==> src/hw/rtl/bmf_pkg.sv <==
package bmf_pkg;

  // Frame geometry limits
  localparam int MAX_WIDTH  = 1024;
  localparam int MAX_HEIGHT = 4096;
  localparam int WINDOW     = 5;
  localparam int HALF       = (WINDOW - 1) / 2;
  localparam int SLOTS      = WINDOW + 1;
  localparam int TAPS       = WINDOW * WINDOW;

  // Channel layout of one pixel
  localparam int NUM_CH = 3;
  localparam int CH_W   = 8;
  localparam int PIX_W  = NUM_CH * CH_W;

  // Register and counter widths
  localparam int WIDTH_W  = 11;
  localparam int HEIGHT_W = 13;
  localparam int CFG_W    = 13;
  localparam int CFG_IDX_W = 2;
  localparam int COL_W    = $clog2(MAX_WIDTH);
  localparam int OROW_W   = $clog2(MAX_HEIGHT);
  localparam int SLOT_W   = $clog2(SLOTS);
  localparam int ADDR_W   = $clog2(SLOTS * MAX_WIDTH);
  localparam int RAM_DEPTH = SLOTS * MAX_WIDTH;
  localparam int OFF_W    = $clog2(WINDOW);
  localparam int LAG_W    = $clog2(HALF * MAX_WIDTH + HALF + 2);
  localparam int SUM_W    = $clog2(TAPS * ((1 << CH_W) - 1) + 1);
  localparam int CNT_W    = $clog2(TAPS + 1);
  localparam int DIV_W    = $clog2(SUM_W);

  // Register reset values
  localparam int WIDTH_RESET  = 1024;
  localparam int HEIGHT_RESET = 1024;

  // Register indexes
  localparam logic [CFG_IDX_W-1:0] REG_WIDTH  = 2'd0;
  localparam logic [CFG_IDX_W-1:0] REG_HEIGHT = 2'd1;
  localparam logic [CFG_IDX_W-1:0] REG_GRAY   = 2'd2;

  // Input request kinds
  localparam logic REQ_PIXEL = 1'b0;
  localparam logic REQ_DRAIN = 1'b1;

  // Controller to datapath
  typedef struct packed {
    logic take;
    logic issue;
    logic div_step;
    logic load;
  } bmf_cmd_t;

  // Datapath to controller
  typedef struct packed {
    logic emit;
    logic last_tap;
    logic div_last;
    logic out_free;
  } bmf_stat_t;

endpackage

==> src/hw/rtl/bmf_ctrl.sv <==
module bmf_ctrl (
  input  logic               clk,
  input  logic               rst,
  input  logic               in_valid,
  output logic               in_ready,
  input  bmf_pkg::bmf_stat_t stat,
  output bmf_pkg::bmf_cmd_t  cmd
);

  typedef enum logic [4:0] {
    ST_IDLE   = 5'b00001,
    ST_ACCUM  = 5'b00010,
    ST_FLUSH  = 5'b00100,
    ST_DIVIDE = 5'b01000,
    ST_FINISH = 5'b10000
  } bmf_state_t;

  bmf_state_t state;
  bmf_state_t state_next;

  // Next state and commands
  always_comb begin
    state_next   = state;
    in_ready     = 1'b0;
    cmd          = '0;
    unique case (state)
      ST_IDLE: begin
        in_ready = 1'b1;
        cmd.take = in_valid;
        if (in_valid && stat.emit) begin
          state_next = ST_ACCUM;
        end
      end
      ST_ACCUM: begin
        cmd.issue = 1'b1;
        if (stat.last_tap) begin
          state_next = ST_FLUSH;
        end
      end
      ST_FLUSH: begin
        state_next = ST_DIVIDE;
      end
      ST_DIVIDE: begin
        cmd.div_step = 1'b1;
        if (stat.div_last) begin
          state_next = ST_FINISH;
        end
      end
      ST_FINISH: begin
        if (stat.out_free) begin
          cmd.load   = 1'b1;
          state_next = ST_IDLE;
        end
      end
      default: begin
        state_next = ST_IDLE;
      end
    endcase
  end

  // State register
  always_ff @(posedge clk) begin
    if (rst) begin
      state <= ST_IDLE;
    end else begin
      state <= state_next;
    end
  end

  // The window sweep only ends on the datapath's last tap.
  a_flush_after_last_tap: assert property (@(posedge clk) disable iff (rst)
    (state == ST_FLUSH) |-> $past(stat.last_tap))
    else $error("flush entered without the last window tap");

  // A loaded result always returns the controller to accepting items.
  a_load_returns_idle: assert property (@(posedge clk) disable iff (rst)
    cmd.load |=> (state == ST_IDLE))
    else $error("controller did not return to idle after a result");

endmodule

==> config.mk <==
export PLATFORM = sky130hd
export DESIGN_NAME = bmf_ctrl
export DESIGN_NICKNAME = d
export VERILOG_FILES = /design/src/hw/rtl/bmf_pkg.sv /design/src/hw/rtl/bmf_ctrl.sv
export SDC_FILE = /design/constraint.sdc
export NUM_CORES = 1
export LEC_CHECK = 0
export ABC_AREA = 1
export BUFFER_PORTS_ARGS = -buffer_cell sky130_fd_sc_hd__buf_2
export CORE_AREA = 2 2 39 41
export CTS_CLUSTER_SIZE = 16
export DETAILED_ROUTE_END_ITERATION = 7
export DIE_AREA = 0 0 41 43
export GPL_TIMING_DRIVEN = 1
export SLEW_MARGIN = 20
export SYNTH_ARGS = -nofsm -noshare
export SYNTH_HDL_FRONTEND = slang
export SYNTH_SLANG_ARGS = --single-unit
==> constraint.sdc <==
create_clock -name clk -period 1.19 [get_ports clk]
set_input_delay 0.0595 -clock clk [delete_from_list [all_inputs] [get_ports clk]]
set_output_delay 0.0595 -clock clk [all_outputs]
set_load 0.03 [all_outputs]
==> flow_summary.json, run 1 <==
{
  "largest_reg_flops": 5,
  "dieWidth_um": 41,
  "cp_max_fo": 5,
  "ant_nets": 0,
  "maxCapViolations": 0,
  "finalHoldViolCount": 0,
  "yosysSeqAreaShare_pct": 28.27,
  "io_pins": 12,
  "muxShareOfSynthArea_pct": 0,
  "setup.worst_path.start_class": "flop",
  "grt_max_degree": 8,
  "setup_violations": 0,
  "status": "finished, final reports clean",
  "finalWorstPathRequiredPeriod_ns": 1.173,
  "relSlewSlack_pct": 88.77,
  "tritoncts": "done",
  "ir_worst_vdd_v": 0.0009758,
  "top_regs": "state: 5 flops",
  "grt_overflow": 0,
  "cp_data_required_time_ns": 1.13,
  "drive_gt1_share_pct": 61.11,
  "p_total_mw": 1.305,
  "clock-sinks": 5,
  "firstDrtPassIters": 4,
  "syn_area_um2": 354.1,
  "final_util_pct": 40.96,
  "crit_arrival_ns": 1.11,
  "clk_latency_ns": 0.24,
  "drc": 0,
  "postSynthAreaPerCell_um2": 6.681,
  "grt_pass1_wl_um": 1248,
  "die-area_mm2": 0.001763,
  "leakagePower_nw": 0.2937,
  "skew_ns": 0.001511,
  "place.gp.congestion": 0.7255,
  "syn_nets": 60,
  "multi_input_area_um2": 240.2,
  "synthSimpleGateAreaFrac_pct": 54.42,
  "fp-row-count": 14,
  "drt_iter0_markers": 6,
  "cts_root_buf": "clkbuf_4",
  "initial_utilization_pct": 25.59,
  "syn2layout_area_growth_pct": 60.07,
  "synth_xor_area_share_pct": 0,
  "regArea_um2": 112.6,
  "h-tree-depth": 1,
  "synth_top_cell_by_area": "dfxtp_1",
  "syn_inst": 53,
  "critical_path_class": "flop to primary output",
  "synth_seq_cells": 5,
  "slew_violations": 0,
  "hpwl_um": 610.6,
  "numCtsBuffers": 3,
  "antenna_cells": 0,
  "clock_tree.buffer_depth": 2,
  "antenna_found_initial": 0,
  "synth_fa_ha_area_share_pct": 0,
  "dp_cells": 80,
  "yosys.area.top_type_share_pct": 28.27,
  "rsz0062_at_grt": "yes",
  "power.density_cell_area_mw_per_mm2": 2303,
  "wire_per_inst_um": 8.659,
  "core-area_mm2": 0.001384,
  "synth.area.top_cells": "dfxtp_1 28%, inv_1 11%, nand3_1 8.5%, nor2_1 7.4%, nand4_2 7.1%",
  "tightest_slew_ns": 0.1680,
  "grt_use_total_pct": 10.43,
  "final_common_cell": "inv_1",
  "yosysUniqueCellTypes": 14,
  "fill_cells": 148,
  "fin_crit_sh_pct": 98.58,
  "largest_register": "state",
  "synth_top_family_by_area": "simple AND/OR/NAND/NOR gates",
  "io_buffers": 11,
  "wl_um": 762,
  "vias": 370,
  "clock.fmax_mhz": 852.4,
  "routed_via_density": 4.205,
  "synth-compound-area-share_pct": 1.413,
  "crit_path_end_kind": "primary output",
  "final_cells": 88,
  "nNetsFinal": 80,
  "min_path_type": "input pin to flop",
  "final_cell_mix": "8 x inv_1, 6 x nand2_1, 6 x buf_2, 6 x buf_4",
  "clk_pin_slew_ns": 0.04,
  "die_h_um": 43,
  "grt_pass1_vias": 331,
  "yosys_warnings": 0
}
==> power breakdown <==
group          total [mW]  switching [mW]  leakage (nW)  internal (mW)
logic               0.811           0.482         0.236          0.328
clock network       0.190          0.0632        0.0150          0.126
registers           0.305          0.0686        0.0430          0.236
total                1.31           0.614         0.294          0.691
==> worst paths after layout <==
kind / startpoint / end / slack (ns) / cells after the start
worst min register to register: state[1] / state[1] / 0.56 / 2
worst max-delay path: state[2] / cmd[0] / 0.02 / 4
worst min-delay path: stat[1] / state[3] / 0.14 / 4
worst max register to register: state[2] / state[1] / 0.04 / 8
==> worst max-delay path: stages (launching register included) <==
cell and delay (ns):
dfxtp_4 0.35, nor2_4 0.15, nand3_1 0.10, nor2_1 0.11, buf_4 0.17
==> per-layer routing <==
metal  track usage (%)  up-vias  wire [um]
li1                  -      201          -
met4             8.000        0          0
met5                 0        -          0
met3             1.571        0         32
met1             13.46      161        345
met2             14.69        8        384
==> area by class of cell <==
class | instances | area share, %
repair buffers | 16 | 20.97
well taps | 16 | 3.532
clock buffers | 4 | 4.636
flip-flops and latches | 5 | 19.87
inverters | 13 | 8.609
multi-input cells | 34 | 42.38
==> through the flow <==
step                      cell area (um^2)  worst slack (ns)  setup TNS (ns)  hold slack [ns]
after floorplan                      354.1           0.02543               0           0.1286
after global placement               429.2           0.09384               0           0.2443
after detailed placement             429.2           0.08233               0           0.2423
after CTS                            518.0          -0.03000        -0.03000           0.1289
after global routing                 566.8          -0.05535         -0.2664           0.1496
final                                566.8           0.01689               0           0.1351
==> logic make-up (layout without fill, tap and decap cells) <==
kind of cell           count (synthesis)  count (layout)
AND/OR/NAND/NOR                       33              33
buffers and inverters                 14              33
flip-flops                             5               5
AO/OA/AOI/OAI                          1               1
==> what timing repair did <==
action,CTS,global route
endpoints found under the hold margin,1,0
endpoints found under the setup margin,5,7
setup buffers,1,2
pin swaps,4,3
hold buffers,1,0
resized for setup,18,9
==> synth_stat cells <==
master   count
inv_1       10
nand4_2      2
inv_2        3
a21oi_1      1
nand4_1      3
nor3_2       1
nand3_1      6
nand2_2      3
nand2_1      6
nor2_1       7
nor2_4       2
dfxtp_1      5
buf_4        1
nor2_2       3
Note: power is estimated with default switching activity, not from simulation.
==> run 2: changes to the inputs <==
==> constraint.sdc (replaced) <==
create_clock -name clk -period 1.19 [get_ports clk]
set_input_delay 0.0595 -clock clk [delete_from_list [all_inputs] [get_ports clk]]
set_output_delay 0.0595 -clock clk [all_outputs]
set_load 0.005 [all_outputs]
==> flow_summary.json, run 2 (synthesized netlist as in run 1, its figures left out) <==
{
  "power.density_cell_area_mw_per_mm2": 2196,
  "wl_um": 731,
  "grt_pass1_wl_um": 1242,
  "cp_data_required_time_ns": 1.13,
  "min_path_type": "input pin to flop",
  "p_total_mw": 1.121,
  "grt_use_total_pct": 10.34,
  "final_cell_mix": "11 x buf_2, 8 x inv_1, 6 x nand2_1",
  "leakagePower_nw": 0.2757,
  "antenna_cells": 0,
  "swShare_pct": 43.90,
  "setup.worst_path.start_class": "flop",
  "initial_utilization_pct": 25.59,
  "cts_root_buf": "clkbuf_4",
  "final_cells": 85,
  "top_regs": "state: 5 flops",
  "vias": 356,
  "critical_path_class": "flop to primary output",
  "fill_cells": 150,
  "crit_path_end_kind": "primary output",
  "clockPowerShare_pct": 17.2,
  "p_int_uw": 628.8,
  "io_buffers": 11,
  "syn2layout_area_growth_pct": 44.17,
  "switching_power_uw": 492.0,
  "maxCapViolations": 0,
  "numCtsBuffers": 3,
  "largest_reg_flops": 5,
  "nNetsFinal": 77,
  "clock_tree.buffer_depth": 2,
  "grt_overflow": 0,
  "setup_violations": 0,
  "tightest_slew_ns": 0.1909,
  "tritoncts": "done",
  "drt_iter0_markers": 1,
  "wire_per_inst_um": 8.600,
  "largest_register": "state",
  "place.gp.congestion": 0.7255,
  "die_h_um": 43,
  "dieWidth_um": 41,
  "die-area_mm2": 0.001763,
  "clock-sinks": 5,
  "grt_pass1_vias": 326,
  "status": "finished, final reports clean",
  "finalHoldViolCount": 0,
  "finalWorstPathRequiredPeriod_ns": 1.139,
  "skew_ns": 0.0001596,
  "antenna_found_initial": 0,
  "routed_via_density": 4.188,
  "fp-row-count": 14,
  "ant_nets": 0,
  "crit_arrival_ns": 1.08,
  "slew_violations": 0,
  "rsz0062_at_grt": "yes",
  "pwr-share-seq_pct": 27.4,
  "clk_pin_slew_ns": 0.04,
  "hpwl_um": 610.6,
  "fin_crit_sh_pct": 95.71,
  "drive_gt1_share_pct": 56.52,
  "grt_max_degree": 8,
  "combPwrFrac_pct": 55.4,
  "cp_max_fo": 6,
  "dp_cells": 80,
  "drc": 0,
  "firstDrtPassIters": 4,
  "relSlewSlack_pct": 87.24,
  "clock.fmax_mhz": 878.0,
  "final_common_cell": "buf_2",
  "io_pins": 12,
  "ir_worst_vdd_v": 0.0009286,
  "core-area_mm2": 0.001384,
  "clk_latency_ns": 0.24,
  "h-tree-depth": 1
}
run 2: changes by cell type in the layout (fill, tap and decap cells not counted), sizes merged:
cell,previous run,this run
buf,15,12
run 2: path summary, 6_finish.rpt:
kind	start	endpoint	slack (ns)	depth (start not counted)
worst min register to register	state[2]	state[3]	0.55	2
worst max register to register	state[3]	state[1]	0.09	6
worst min-delay path	stat[1]	state[3]	0.13	4
worst max-delay path	state[3]	cmd[3]	0.05	4
run 2: cell type report:
type	instances	area [um^2]	share of cell area [%]
Multi-Input combinational cell	34	230.2	45.10
Sequential cell	5	110.1	21.57
Timing Repair Buffer	13	72.57	14.22
Inverter	13	51.30	10.05
Clock buffer	4	26.28	5.147
Tap cell	16	20.02	3.922
run 2: what timing repair did:
action / CTS / global route
setup buffers: 0 / 0
resized for setup: 3 / 13
endpoints found under the hold margin: 1 / 0
hold buffers: 1 / 0
pin swaps: 1 / 4
endpoints found under the setup margin: 3 / 8
run 2: routing by layer:
layer  global-route usage [%]  wire [um]  up-vias
met2                    14.37        367        6
met5                        0          0        -
met4                    8.000          0        0
met3                    1.571         27        0
met1                    13.50        337      154
li1                         -          -      196
run 2: metrics by stage:
step	hold WS [ns]	worst slack, ns	instance area, um^2	setup TNS, ns	util [%]
after floorplan	0.1286	0.1632	354.1	0	-
after global placement	0.2443	0.09384	429.2	0	31.01
after detailed placement	0.2423	0.08233	429.2	0	31.01
after CTS	0.1363	-0.01774	473.0	-0.01774	34.18
after global routing	0.1500	-0.04295	510.5	-0.1010	36.89
final	0.1333	0.05101	510.5	0	36.89
run 2: critical path, cell delays in order, from the launching register on:
cell	delay, ns
dfxtp_2	0.33
nor2_4	0.19
nand3_4	0.11
nor2_2	0.10
buf_2	0.11
run 2: power groups by stage:
stage          registers [mW]  clock network (mW)  logic [mW]
5_1_grt                 0.317               0.220       0.704
4_1_cts                 0.264               0.207       0.561
3_5_place_dp            0.265                   0       0.527
2_1_floorplan           0.260                   0       0.394
3_3_place_gp            0.265                   0       0.527
6_report                0.307               0.193       0.621
